[config.mk]
export PLATFORM = sky130hd
export DESIGN_NAME = base64_stream_decoder_unit
export DESIGN_NICKNAME = d
export VERILOG_FILES = /design/src/design/b64sd_pkg.sv /design/src/design/base64_stream_decoder_unit.sv /design/src/design/b64sd_front.sv /design/src/design/b64sd_fifo.sv /design/src/design/b64sd_back.sv
export SDC_FILE = /design/constraint.sdc
export NUM_CORES = 1
export LEC_CHECK = 0
export BUFFER_PORTS_ARGS = -buffer_cell sky130_fd_sc_hd__buf_2
export CAP_MARGIN = 30
export CORE_AREA = 2 2 61 74
export CTS_CLUSTER_DIAMETER = 50
export CTS_CLUSTER_SIZE = 40
export DETAILED_ROUTE_END_ITERATION = 7
export DIE_AREA = 0 0 63 76
export PLACE_DENSITY = 0.88
export SLEW_MARGIN = 20
export SYNTH_ARGS = -nofsm -noshare
export SYNTH_HDL_FRONTEND = slang
export SYNTH_SLANG_ARGS = --single-unit
[constraint.sdc]
create_clock -name clk -period 6.49 [get_ports clk]
set_input_delay 1.6225 -clock clk [delete_from_list [all_inputs] [get_ports clk]]
set_output_delay 1.6225 -clock clk [all_outputs]
set_load 0.05 [all_outputs]
[src/design/b64sd_pkg.sv]
package b64sd_pkg;

  localparam int QUEUE_DEPTH = 2;

  localparam logic [7:0] CHAR_SPACE = 8'h20;
  localparam logic [7:0] CHAR_TAB   = 8'h09;
  localparam logic [7:0] CHAR_CR    = 8'h0D;
  localparam logic [7:0] CHAR_UP_A  = 8'h41;
  localparam logic [7:0] CHAR_UP_Z  = 8'h5A;
  localparam logic [7:0] CHAR_LO_A  = 8'h61;
  localparam logic [7:0] CHAR_LO_Z  = 8'h7A;
  localparam logic [7:0] CHAR_ZERO  = 8'h30;
  localparam logic [7:0] CHAR_NINE  = 8'h39;
  localparam logic [7:0] CHAR_PLUS  = 8'h2B;
  localparam logic [7:0] CHAR_SLASH = 8'h2F;
  localparam logic [7:0] CHAR_PAD   = 8'h3D;

  localparam logic [7:0] LO_A_OFFSET = 8'd26;
  localparam logic [7:0] ZERO_OFFSET = 8'd52;
  localparam logic [5:0] SEXTET_PLUS  = 6'd62;
  localparam logic [5:0] SEXTET_SLASH = 6'd63;

  localparam logic [2:0] PEND_0 = 3'd0;
  localparam logic [2:0] PEND_2 = 3'd2;
  localparam logic [2:0] PEND_4 = 3'd4;
  localparam logic [2:0] PEND_6 = 3'd6;

  typedef struct packed {
    logic [7:0] in_char;
    logic       end_of_message;
  } in_item_t;

  typedef struct packed {
    logic       byte_valid;
    logic [7:0] data_byte;
    logic       last;
    logic       ok;
  } out_item_t;

  typedef enum logic [1:0] {
    KIND_SKIP,
    KIND_DATA,
    KIND_PAD
  } char_kind_t;

  typedef struct packed {
    char_kind_t kind;
    logic [5:0] sextet;
    logic       eom;
  } cls_item_t;

endpackage

[src/design/base64_stream_decoder_unit.sv]
// Path: an accepted item is written into the queue and then popped into the output
// register, from which its result can be taken; it waits longer when the queue holds
// earlier items or the output stalls.
// Throughput: one item per cycle while the output is not stalled.
// Characters that give no result are still popped from the queue by the back end.
// Reset: synchronous, active low; clears the queue, the decoder state and the output valid.
module base64_stream_decoder_unit #(
  parameter int QUEUE_DEPTH = b64sd_pkg::QUEUE_DEPTH
) (
  input  logic                 clk,
  input  logic                 rst_n,
  input  logic                 in_valid,
  output logic                 in_ready,
  input  b64sd_pkg::in_item_t  in_item,
  output logic                 out_valid,
  input  logic                 out_ready,
  output b64sd_pkg::out_item_t out_item
);

  logic                 q_full;
  logic                 q_push;
  logic                 q_pop;
  logic                 q_valid;
  b64sd_pkg::cls_item_t push_item;
  b64sd_pkg::cls_item_t q_item;

  b64sd_front u_front (
    .in_valid (in_valid),
    .in_ready (in_ready),
    .in_item  (in_item),
    .q_full   (q_full),
    .q_push   (q_push),
    .q_item   (push_item)
  );

  b64sd_fifo #(
    .DEPTH (QUEUE_DEPTH)
  ) u_fifo (
    .clk       (clk),
    .rst_n     (rst_n),
    .push      (q_push),
    .push_item (push_item),
    .full      (q_full),
    .pop       (q_pop),
    .q_valid   (q_valid),
    .q_item    (q_item)
  );

  b64sd_back u_back (
    .clk       (clk),
    .rst_n     (rst_n),
    .q_valid   (q_valid),
    .q_item    (q_item),
    .q_pop     (q_pop),
    .out_valid (out_valid),
    .out_ready (out_ready),
    .out_item  (out_item)
  );

`ifndef SYNTHESIS
  // A result without a byte exists only to mark the end of a message.
  a_empty_result_is_last: assert property (@(posedge clk) disable iff (!rst_n)
    out_valid && !out_item.byte_valid |-> out_item.last)
    else $error("result with neither byte nor last");

  a_ok_only_with_last: assert property (@(posedge clk) disable iff (!rst_n)
    out_valid && out_item.ok |-> out_item.last)
    else $error("ok set on a result that is not last");

  a_no_byte_zero_data: assert property (@(posedge clk) disable iff (!rst_n)
    out_valid && !out_item.byte_valid |-> out_item.data_byte == 8'd0)
    else $error("data byte not zero without byte_valid");

  a_queue_full_blocks_input: assert property (@(posedge clk) disable iff (!rst_n)
    q_full |-> !in_ready && !q_push)
    else $error("item taken while the queue is full");
`endif

endmodule

[src/design/b64sd_front.sv]
module b64sd_front (
  input  logic                 in_valid,
  output logic                 in_ready,
  input  b64sd_pkg::in_item_t  in_item,
  input  logic                 q_full,
  output logic                 q_push,
  output b64sd_pkg::cls_item_t q_item
);

  logic [7:0] c;

  assign c        = in_item.in_char;
  assign in_ready = !q_full;
  assign q_push   = in_valid && !q_full;

  always_comb begin
    q_item.eom    = in_item.end_of_message;
    q_item.kind   = b64sd_pkg::KIND_SKIP;
    q_item.sextet = '0;
    if (c == b64sd_pkg::CHAR_SPACE ||
        (c >= b64sd_pkg::CHAR_TAB && c <= b64sd_pkg::CHAR_CR)) begin
      q_item.kind = b64sd_pkg::KIND_SKIP;
    end else if (c >= b64sd_pkg::CHAR_UP_A && c <= b64sd_pkg::CHAR_UP_Z) begin
      q_item.kind   = b64sd_pkg::KIND_DATA;
      q_item.sextet = 6'(c - b64sd_pkg::CHAR_UP_A);
    end else if (c >= b64sd_pkg::CHAR_LO_A && c <= b64sd_pkg::CHAR_LO_Z) begin
      q_item.kind   = b64sd_pkg::KIND_DATA;
      q_item.sextet = 6'(c - b64sd_pkg::CHAR_LO_A + b64sd_pkg::LO_A_OFFSET);
    end else if (c >= b64sd_pkg::CHAR_ZERO && c <= b64sd_pkg::CHAR_NINE) begin
      q_item.kind   = b64sd_pkg::KIND_DATA;
      q_item.sextet = 6'(c - b64sd_pkg::CHAR_ZERO + b64sd_pkg::ZERO_OFFSET);
    end else if (c == b64sd_pkg::CHAR_PLUS) begin
      q_item.kind   = b64sd_pkg::KIND_DATA;
      q_item.sextet = b64sd_pkg::SEXTET_PLUS;
    end else if (c == b64sd_pkg::CHAR_SLASH) begin
      q_item.kind   = b64sd_pkg::KIND_DATA;
      q_item.sextet = b64sd_pkg::SEXTET_SLASH;
    end else if (c == b64sd_pkg::CHAR_PAD) begin
      q_item.kind = b64sd_pkg::KIND_PAD;
    end
  end

endmodule

[src/design/b64sd_fifo.sv]
module b64sd_fifo #(
  parameter int DEPTH = b64sd_pkg::QUEUE_DEPTH
) (
  input  logic                 clk,
  input  logic                 rst_n,
  input  logic                 push,
  input  b64sd_pkg::cls_item_t push_item,
  output logic                 full,
  input  logic                 pop,
  output logic                 q_valid,
  output b64sd_pkg::cls_item_t q_item
);

  localparam int PW = (DEPTH > 1) ? $clog2(DEPTH) : 1;
  localparam int CW = $clog2(DEPTH + 1);
  localparam logic [PW-1:0] LAST_PTR = PW'(DEPTH - 1);
  localparam logic [CW-1:0] FULL_CNT = CW'(DEPTH);

  b64sd_pkg::cls_item_t mem_r [DEPTH];
  logic [PW-1:0] wr_ptr_r, wr_ptr_nxt;
  logic [PW-1:0] rd_ptr_r, rd_ptr_nxt;
  logic [CW-1:0] count_r, count_nxt;
  logic do_push, do_pop;

  assign full    = (count_r == FULL_CNT);
  assign q_valid = (count_r != '0);
  assign q_item  = mem_r[rd_ptr_r];
  assign do_push = push && !full;
  assign do_pop  = pop && q_valid;

  always_comb begin
    wr_ptr_nxt = wr_ptr_r;
    rd_ptr_nxt = rd_ptr_r;
    count_nxt  = count_r;
    if (do_push) begin
      wr_ptr_nxt = (wr_ptr_r == LAST_PTR) ? '0 : wr_ptr_r + PW'(1);
    end
    if (do_pop) begin
      rd_ptr_nxt = (rd_ptr_r == LAST_PTR) ? '0 : rd_ptr_r + PW'(1);
    end
    if (do_push && !do_pop) begin
      count_nxt = count_r + CW'(1);
    end else if (do_pop && !do_push) begin
      count_nxt = count_r - CW'(1);
    end
  end

  always_ff @(posedge clk) begin
    if (!rst_n) begin
      wr_ptr_r <= '0;
      rd_ptr_r <= '0;
      count_r  <= '0;
    end else begin
      wr_ptr_r <= wr_ptr_nxt;
      rd_ptr_r <= rd_ptr_nxt;
      count_r  <= count_nxt;
    end
  end

  always_ff @(posedge clk) begin
    if (do_push) begin
      mem_r[wr_ptr_r] <= push_item;
    end
  end

endmodule

[src/design/b64sd_back.sv]
module b64sd_back (
  input  logic                 clk,
  input  logic                 rst_n,
  input  logic                 q_valid,
  input  b64sd_pkg::cls_item_t q_item,
  output logic                 q_pop,
  output logic                 out_valid,
  input  logic                 out_ready,
  output b64sd_pkg::out_item_t out_item
);

  logic [5:0] acc_r, acc_nxt;
  logic [2:0] pend_r, pend_nxt;
  logic       pad_r, pad_nxt;
  logic       any_r, any_nxt;
  logic       out_valid_r, out_valid_nxt;
  b64sd_pkg::out_item_t out_item_r, out_item_nxt;

  logic       have_byte;
  logic [7:0] byte_val;
  logic [5:0] d;

  assign d         = q_item.sextet;
  assign q_pop     = q_valid && (!out_valid_r || out_ready);
  assign out_valid = out_valid_r;
  assign out_item  = out_item_r;

  always_comb begin
    acc_nxt       = acc_r;
    pend_nxt      = pend_r;
    pad_nxt       = pad_r;
    any_nxt       = any_r;
    have_byte     = 1'b0;
    byte_val      = '0;
    out_valid_nxt = out_valid_r;
    out_item_nxt  = out_item_r;

    if (out_ready) begin
      out_valid_nxt = 1'b0;
    end

    if (q_pop) begin
      if (!pad_r && q_item.kind == b64sd_pkg::KIND_DATA) begin
        case (pend_r)
          b64sd_pkg::PEND_2: begin
            have_byte = 1'b1;
            byte_val  = {acc_r[1:0], d};
            acc_nxt   = '0;
            pend_nxt  = b64sd_pkg::PEND_0;
          end
          b64sd_pkg::PEND_4: begin
            have_byte = 1'b1;
            byte_val  = {acc_r[3:0], d[5:2]};
            acc_nxt   = {4'd0, d[1:0]};
            pend_nxt  = b64sd_pkg::PEND_2;
          end
          b64sd_pkg::PEND_6: begin
            have_byte = 1'b1;
            byte_val  = {acc_r[5:0], d[5:4]};
            acc_nxt   = {2'd0, d[3:0]};
            pend_nxt  = b64sd_pkg::PEND_4;
          end
          default: begin
            acc_nxt  = d;
            pend_nxt = b64sd_pkg::PEND_6;
          end
        endcase
        if (have_byte) begin
          any_nxt = 1'b1;
        end
      end else if (!pad_r && q_item.kind == b64sd_pkg::KIND_PAD) begin
        pad_nxt = 1'b1;
      end

      out_valid_nxt           = have_byte || q_item.eom;
      out_item_nxt.byte_valid = have_byte;
      out_item_nxt.data_byte  = byte_val;
      out_item_nxt.last       = q_item.eom;
      out_item_nxt.ok         = q_item.eom && (any_r || have_byte);

      // The end of a message puts the decoder back in its reset state.
      if (q_item.eom) begin
        acc_nxt  = '0;
        pend_nxt = b64sd_pkg::PEND_0;
        pad_nxt  = 1'b0;
        any_nxt  = 1'b0;
      end
    end
  end

  always_ff @(posedge clk) begin
    if (!rst_n) begin
      acc_r       <= '0;
      pend_r      <= b64sd_pkg::PEND_0;
      pad_r       <= 1'b0;
      any_r       <= 1'b0;
      out_valid_r <= 1'b0;
    end else begin
      acc_r       <= acc_nxt;
      pend_r      <= pend_nxt;
      pad_r       <= pad_nxt;
      any_r       <= any_nxt;
      out_valid_r <= out_valid_nxt;
    end
  end

  always_ff @(posedge clk) begin
    out_item_r <= out_item_nxt;
  end

endmodule

==> key figures, run 1 <==
Layout
  – Fin cells: 314
  – Ant. Diodes: 0
  – Nets: between 200 and 300
  – Commonest cells after routing, fill and taps aside: edfxtp_1, buf_2, nor2_1, dfxtp_1
  – Commonest non-fill, non-tap cell in the layout: edfxtp_1
  – Share of layout cells above drive strength 1: roughly 17%
  – Area grow syn2layout: 9.794%

Setup path
  – R2R Path End: u_back.pend_r[1]$_SDFFE_PN0P_
  – CP max stage delay: between 0.5 and 0.6 ns
  – Critical Path Fanout Max: 10
  – CP Capture Type: register
  – Slowest CP cell: a211oi_1
  – WP data required: ~6.6 ns
  – Crit path cell chain: buf_2 -> inv_1 -> ha_1 -> a21oi_1 -> a31oi_1 -> a211oi_1 -> nor2_1 -> a221oi_1
  – Reg2reg setup slack: ~4.0 ns
  – WS Path Type: in -> reg
  – Critical Path AT: 3.64 ns
  – Crit path launch type: input port
  – R2R depth: 5

GRT
  – Gr ovfl total: 0
  – Initial antenna violation count: 0
  – Global-route wire length before repair: between 7000 and 8000 um
  – Vias in the first global route: between 1,500 and 2,000
  – GRT Total Usage: 20.78%
  – Largest net degree at the start of global routing: 16

Place
  – Dpl cells: around 300
  – Gpl congestion: roughly 1.0
  – Post-DP HPWL: approximately 3600 um
  – Port bufs: 25

Clocking
  – Max Root-Sink Buffers: 2
  – Post-CTS Setup Inserts: 0
  – Clock-pin slew of the registers on the worst-case setup and hold paths: approximately 0.080 ns
  – CTS tree: yes
  – Clock Latency Late Sink: 0.30 ns
  – H-tree Lvls: 2
  – CTS buffer count: 5
  – Sink Count: 45
  – Post_cts resized: 0
  – CTS Root Cell: clkbuf_8
  – CTS Hold Bufs: 0

Timing
  – Fmax: 279.5 MHz
  – Slew Viols, Final: 0
  – Final setup violation count: 0
  – Setup TNS: 0 ns
  – Max-slew headroom: 47.04%
  – Fin. Hold Viols: 0
  – Slew @ Worst Pin: 0.7914 ns
  – Post-route clock skew: around 0.0081 ns
  – Crit share post-route: 55.13%
  – Final worst path period need: 3.578 ns
  – RSZ-0062 raised after global routing: no

Die
  – Die area: ~4800 sq um
  – Core area: 4131 sq um
  – Die Y: around 76 um
  – IO Pins: 26
  – Initial cell density of the core: about three fifths
  – # rows: 26
  – Die Width: 63 um

Routing
  – Post-route ant nets: 0
  – Routed length per instance: approximately 16 um
  – DR DRC count: 0
  – Wirelength, routed: between 4000 and 5000 um
  – Total number of vias: 1,919
  – Drt initial violations: around 320
  – Vias per inst: 6.111
  – 1st-pass router iterations: 6

Yosys
  – Synth Cell Area: roughly 2500 sq um
  – Syn_area_per_cell: approximately 11 sq um
  – Yosys cell types: 52
  – Cells after Synth: roughly 240
  – Synth Warn #: 0
  – Yosys reg bits: 45
  – Async set-reset flop share out of synthesis: 0%
  – Post-synth top flop: edfxtp_1
  – Seq/Total Area, Yosys: 47.82%
  – Syn_nets: 262
  – Post-synth EDFFs: 29

Worst hold path
  – Hold path cells: 2
  – Worst Hold End: u_back.acc_r[5]$_SDFFE_PN0P_
  – Worst min-delay path category: reg -> reg
  – Min-delay src: u_back.acc_r[5]$_SDFFE_PN0P_

Pwr
  – Total power per unit cell area: roughly 380 nW/um^2
  – Peak supply drop: approximately 0.13 mV
  – Pleak: approximately 1.0 nW

Status
  – Outcome: finished, final reports clean

Run
  – Max cap viols: 0
[report_power, final]
group	total [mW]	internal (mW)	switching [mW]	leakage (nW)
combinational	0.406	0.126	0.279	0.546
clock	0.202	0.110	0.0918	0.0566
sequential	0.427	0.388	0.0391	0.412
[critical path: cells and delay by family]
| kind | cells | cell delay (ns) |
|---|---|---|
| AND/OR/NAND/NOR | 1 | 0.12 |
| AO/OA/AOI/OAI | 4 | 1.33 |
| adder cells (fa/ha/maj) | 1 | 0.27 |
| buffers and inverters | 2 | 0.30 |
[metal layers]
layer	vias up	wire length [um]	track usage, %
met3	21	287	3.693
met1	885	1801	21.73
met2	96	2610	36.49
li1	917	-	-
met5	-	0	0
met4	0	196	15.56
[synth_stat cells (all sizes together) (3+ instances only)]
master / number / area (sq um)
or3b: 4 / 37.54
nor2b: 4 / 25.02
a211oi: 3 / 22.52
ha: 13 / 162.7
nand3: 6 / 30.03
and2: 5 / 31.28
a31oi: 3 / 18.77
xnor2: 5 / 43.79
nand2: 14 / 52.55
o21ai: 9 / 48.79
nand2b: 5 / 31.28
dfxtp: 16 / 320.3
inv: 14 / 52.55
or3: 4 / 25.02
mux2: 4 / 45.04
nor2: 19 / 71.32
nand4: 3 / 18.77
a222oi: 6 / 60.06
a221oi: 5 / 43.79
edfxtp: 29 / 870.8
nor3: 5 / 25.02
a21oi: 9 / 56.31
a22oi: 3 / 22.52
mux2i: 7 / 70.07
buf: 9 / 55.05
a21boi: 10 / 82.57
[metrics by stage]
step                      util (%)  total power [mW]  cell area (sq um)  hold slack [ns]  setup slack [ns]
after floorplan                  -            0.7588               2491           0.4303             3.045
after global placement       63.51            0.8179               2624           0.4456             2.835
after detailed placement     63.51            0.8341               2624           0.4484             2.675
after CTS                    66.20             1.038               2735           0.4598             2.988
after global routing         66.20             1.083               2735           0.4922             2.797
final                        66.20             1.034               2735           0.4619             2.912
[cell type report]
type | instances | area (sq um)
Timing Repair Buffer | 25 | 125.1
Sequential cell | 45 | 1191
Multi-Input combinational cell | 166 | 1185
Fill cell | 329 | 1396
Inverter | 14 | 52.55
Clock buffer | 8 | 111.4
Tap cell | 56 | 70.07
[kinds of logic after synthesis]
kind of cell	after synthesis	synth area share, %
and+or+nand+nor	74	15.37
xor gates and xnor gates	7	2.461
AOI/OAI and AO/OA	61	18.58
adders and majority gates	13	6.530
buffers and inverters	25	4.621
muxes	11	4.621
DFF	45	47.82
[state kept, by name (all words and copies together), names as in the netlist, named ones only]
register	count
u_fifo.wr_ptr_r	1
u_fifo.mem_r	18
u_back.any_r	1
u_fifo.rd_ptr_r	1
u_fifo.count_r	2
u_back.pend_r	2
u_back.out_valid	1
u_back.acc_r	6
u_back.out_item	11
u_back.pad_r	1
[worst max path at each step]
stage | from | end | slack (ns) | cells after the start
2_1_floorplan | in_item[3] | u_fifo.mem_r[0][5]$_DFFE_PP_ | 3.04 | 8
3_3_place_gp | in_item[3] | u_fifo.mem_r[0][3]$_DFFE_PP_ | 2.83 | 8
3_5_place_dp | in_item[3] | u_fifo.mem_r[0][2]$_DFFE_PP_ | 2.68 | 8
4_1_cts | in_item[3] | u_fifo.mem_r[0][2]$_DFFE_PP_ | 2.99 | 8
5_1_grt | in_item[3] | u_fifo.mem_r[0][4]$_DFFE_PP_ | 2.80 | 8
6_report | in_item[3] | u_fifo.mem_r[0][2]$_DFFE_PP_ | 2.91 | 8
Power figures use the tool's default switching activity.
==> run 2: changes to the inputs <==
--- a/config.mk
+++ b/config.mk
@@ -7,12 +7,12 @@
 export LEC_CHECK = 0
 export BUFFER_PORTS_ARGS = -buffer_cell sky130_fd_sc_hd__buf_2
 export CAP_MARGIN = 30
-export CORE_AREA = 2 2 61 74
+export CORE_AREA = 2 2 63 77
 export CTS_CLUSTER_DIAMETER = 50
 export CTS_CLUSTER_SIZE = 40
 export DETAILED_ROUTE_END_ITERATION = 7
-export DIE_AREA = 0 0 63 76
-export PLACE_DENSITY = 0.88
+export DIE_AREA = 0 0 65 79
+export PLACE_DENSITY = 0.83
 export SLEW_MARGIN = 20
 export SYNTH_ARGS = -nofsm -noshare
 export SYNTH_HDL_FRONTEND = slang
==> constraint.sdc (replaced) <==
create_clock -name clk -period 3.7 [get_ports clk]
set_input_delay 0.925 -clock clk [delete_from_list [all_inputs] [get_ports clk]]
set_output_delay 0.925 -clock clk [all_outputs]
set_load 0.05 [all_outputs]
==> key figures, run 2 (synthesized netlist as in run 1, its figures left out) <==
Layout
  – Share of layout cells above drive strength 1: 16.99% (+0.32 points)
  – Nets: 284 (+0.35%)
  – Final core utilization: 61.38% (-4.8 points)
  – Ant. Diodes: 0 (unchanged)
  – Register area: 1191 sq um (unchanged)
  – Fin cells: 317 (+0.96%)
  – Commonest cells after routing, fill and taps aside: edfxtp_1, buf_2, nor2_1, dfxtp_1
  – Flip-flop count of the largest register after layout: 18 (unchanged)
  – Total area of multi-input combinational cells: 1185 sq um (unchanged)
  – Top reg by flops: u_fifo.mem_r
  – Fill cells: 368 (+12%)
  – Commonest non-fill, non-tap cell in the layout: edfxtp_1
  – Area grow syn2layout: 9.041%

Setup path
  – Largest delay share family, worst path: compound AO/OA/AOI/OAI gates
  – Slowest CP cell: a211oi_1
  – CP max stage delay: 0.54 ns (-0.03 ns)
  – Worst path buffer plus inverter count: 2 (unchanged)
  – WS Path Type: in -> reg
  – Critical Path Fanout Max: 10 (unchanged)
  – Crit path cell chain: buf_2 -> inv_1 -> ha_1 -> a21oi_1 -> a31oi_1 -> a211oi_1 -> nor2_1 -> a221oi_1
  – WP data required: 3.79 ns (-2.77 ns)
  – Crit path launch type: input port
  – CP Capture Type: register
  – Critical Path AT: 2.84 ns (-0.80 ns)

GRT
  – Largest net degree at the start of global routing: 16 (unchanged)
  – Vias in the first global route: 1,750 (+0.69%)
  – Initial antenna violation count: 0 (unchanged)
  – Global-route wire length before repair: 7728 um (unchanged)
  – GRT Total Usage: 19.54% (-1.2 points)
  – Gr ovfl total: 0 (unchanged)

Clocking
  – Sink Count: 45 (unchanged)
  – CTS Hold Bufs: 0 (unchanged)
  – CTS tree: yes
  – Post-CTS Setup Inserts: 0 (unchanged)
  – Post_cts resized: 0 (unchanged)
  – CTS Root Cell: clkbuf_8
  – Clock Latency Late Sink: 0.30 ns (about the same)
  – CTS buffer count: 5 (unchanged)
  – Clock-pin slew of the registers on the worst-case setup and hold paths: 0.08 ns (about the same)
  – H-tree Lvls: 2 (unchanged)
  – Max Root-Sink Buffers: 2 (unchanged)

Timing
  – Crit path setup slack, layout: 0.9466 ns (-1.966 ns)
  – Setup TNS: 0 ns (unchanged)
  – Slew Viols, Final: 0 (unchanged)
  – Fin. Hold Viols: 0 (unchanged)
  – Post-route clock skew: 0.006836 ns (-0.001261 ns)
  – Slew @ Worst Pin: 0.7975 ns (+0.006069 ns)
  – Fmax: approximately 360 MHz
  – RSZ-0062 raised after global routing: no
  – Crit share post-route: 74.42%
  – Final worst path period need: ~2.8 ns
  – Max-slew headroom: 46.64% (-0.41 points)
  – Final setup violation count: 0 (unchanged)

Place
  – Dpl cells: 309 (+0.98%)
  – Port bufs: 25 (unchanged)
  – Setup WS pre-CTS: 0.6807 ns (-1.995 ns)
  – Post-DP HPWL: 3396 um (-5.1%)
  – Gpl congestion: 0.9384 (-7.2%)

Pwr
  – Pleak: 1.008 nW (-0.68%)
  – Total power per unit cell area: 640.1 nW/um^2 (+69%)
  – Peak supply drop: 0.2955 mV (+130%)

Routing
  – Vias per inst: 5.940 (-2.8%)
  – Drt initial violations: 219 (-32%)
  – 1st-pass router iterations: 6 (unchanged)
  – Post-route ant nets: 0 (unchanged)
  – Wirelength, routed: 4616 um (-5.7%)
  – Total number of vias: 1,883 (-1.9%)
  – DR DRC count: 0 (unchanged)
  – Routed length per instance: 14.56 um (-6.6%)

Die
  – Core area: 4425 sq um (+7.1%)
  – # rows: 27 (+3.8%)
  – IO Pins: 26 (unchanged)
  – Die area: 5135 sq um (+7.2%)
  – Die Width: 65 um (+3.2%)
  – Die Y: 79 um (+3.9%)
  – Initial cell density of the core: 56.29% (-4.0 points)

Status
  – Outcome: finished, final reports clean

Worst hold path
  – Worst min-delay path category: reg -> reg

Run
  – Max cap viols: 0 (unchanged)
==> run 2: changes by cell type in the layout (fill, tap and decap cells not counted) <==
| cell | before | now |
|---|---|---|
| clkbuf_16 | 1 | 0 |
| buf_4 | 0 | 1 |
| clkinv_2 | 0 | 2 |
| clkbuf_8 | 6 | 5 |
==> run 2: final cells by class <==
cell class / count / share of cell area (%)
multi-input combinational: 166 / 43.62
clock inverter: 2 / 0.3685
inverter: 14 / 1.935
tap: 58 / 2.672
clock buffer: 6 / 2.672
timing repair buffer: 26 / 4.883
sequential: 45 / 43.85
==> run 2: final timing paths <==
| path | to | slack (ns) | from | cells after the start |
|---|---|---|---|---|
| worst max-delay path | u_fifo.mem_r[0][4]$_DFFE_PP_ | 0.95 | in_item[3] | 8 |
| worst max register to register | u_back.acc_r[2]$_SDFFE_PN0P_ | 1.65 | u_fifo.count_r[0]$_SDFFE_PN0P_ | 5 |
| worst min-delay path | u_back.acc_r[4]$_SDFFE_PN0P_ | 0.48 | u_back.acc_r[4]$_SDFFE_PN0P_ | 2 |
| worst min register to register | u_back.acc_r[4]$_SDFFE_PN0P_ | 0.48 | u_back.acc_r[4]$_SDFFE_PN0P_ | 2 |
==> run 2: tightest hold or removal path, stage by stage (launching register included) <==
cell and delay [ns]:
dfxtp_1 0.32, nand2_1 0.05, a21boi_0 0.06
==> run 2: report_power, final <==
| part | switching, mW | internal (mW) | leakage [nW] |
|---|---|---|---|
| combinational | 0.481 | 0.226 | 0.550 |
| sequential | 0.0677 | 0.680 | 0.412 |
| clock | 0.154 | 0.131 | 0.0450 |
| total | 0.702 | 1.04 | 1.01 |
==> run 2: routing by layer <==
layer / global-route usage [%] / vias to the layer above / routed length, um
met4: 10.85 / 0 / 161
met1: 20.96 / 883 / 1801
met5: 0 / - / 0
met3: 4.533 / 15 / 209
li1: - / 918 / -
met2: 34.85 / 67 / 2444
==> run 2: per-stage QoR <==
stage	power [mW]	hold slack, ns	instance area [sq um]
floorplan	1.331	0.4303	2491
global placement	1.443	0.4449	2634
detailed placement	1.464	0.4587	2634
CTS	1.748	0.4777	2716
global route	1.847	0.5006	2716
finish	1.739	0.4756	2716
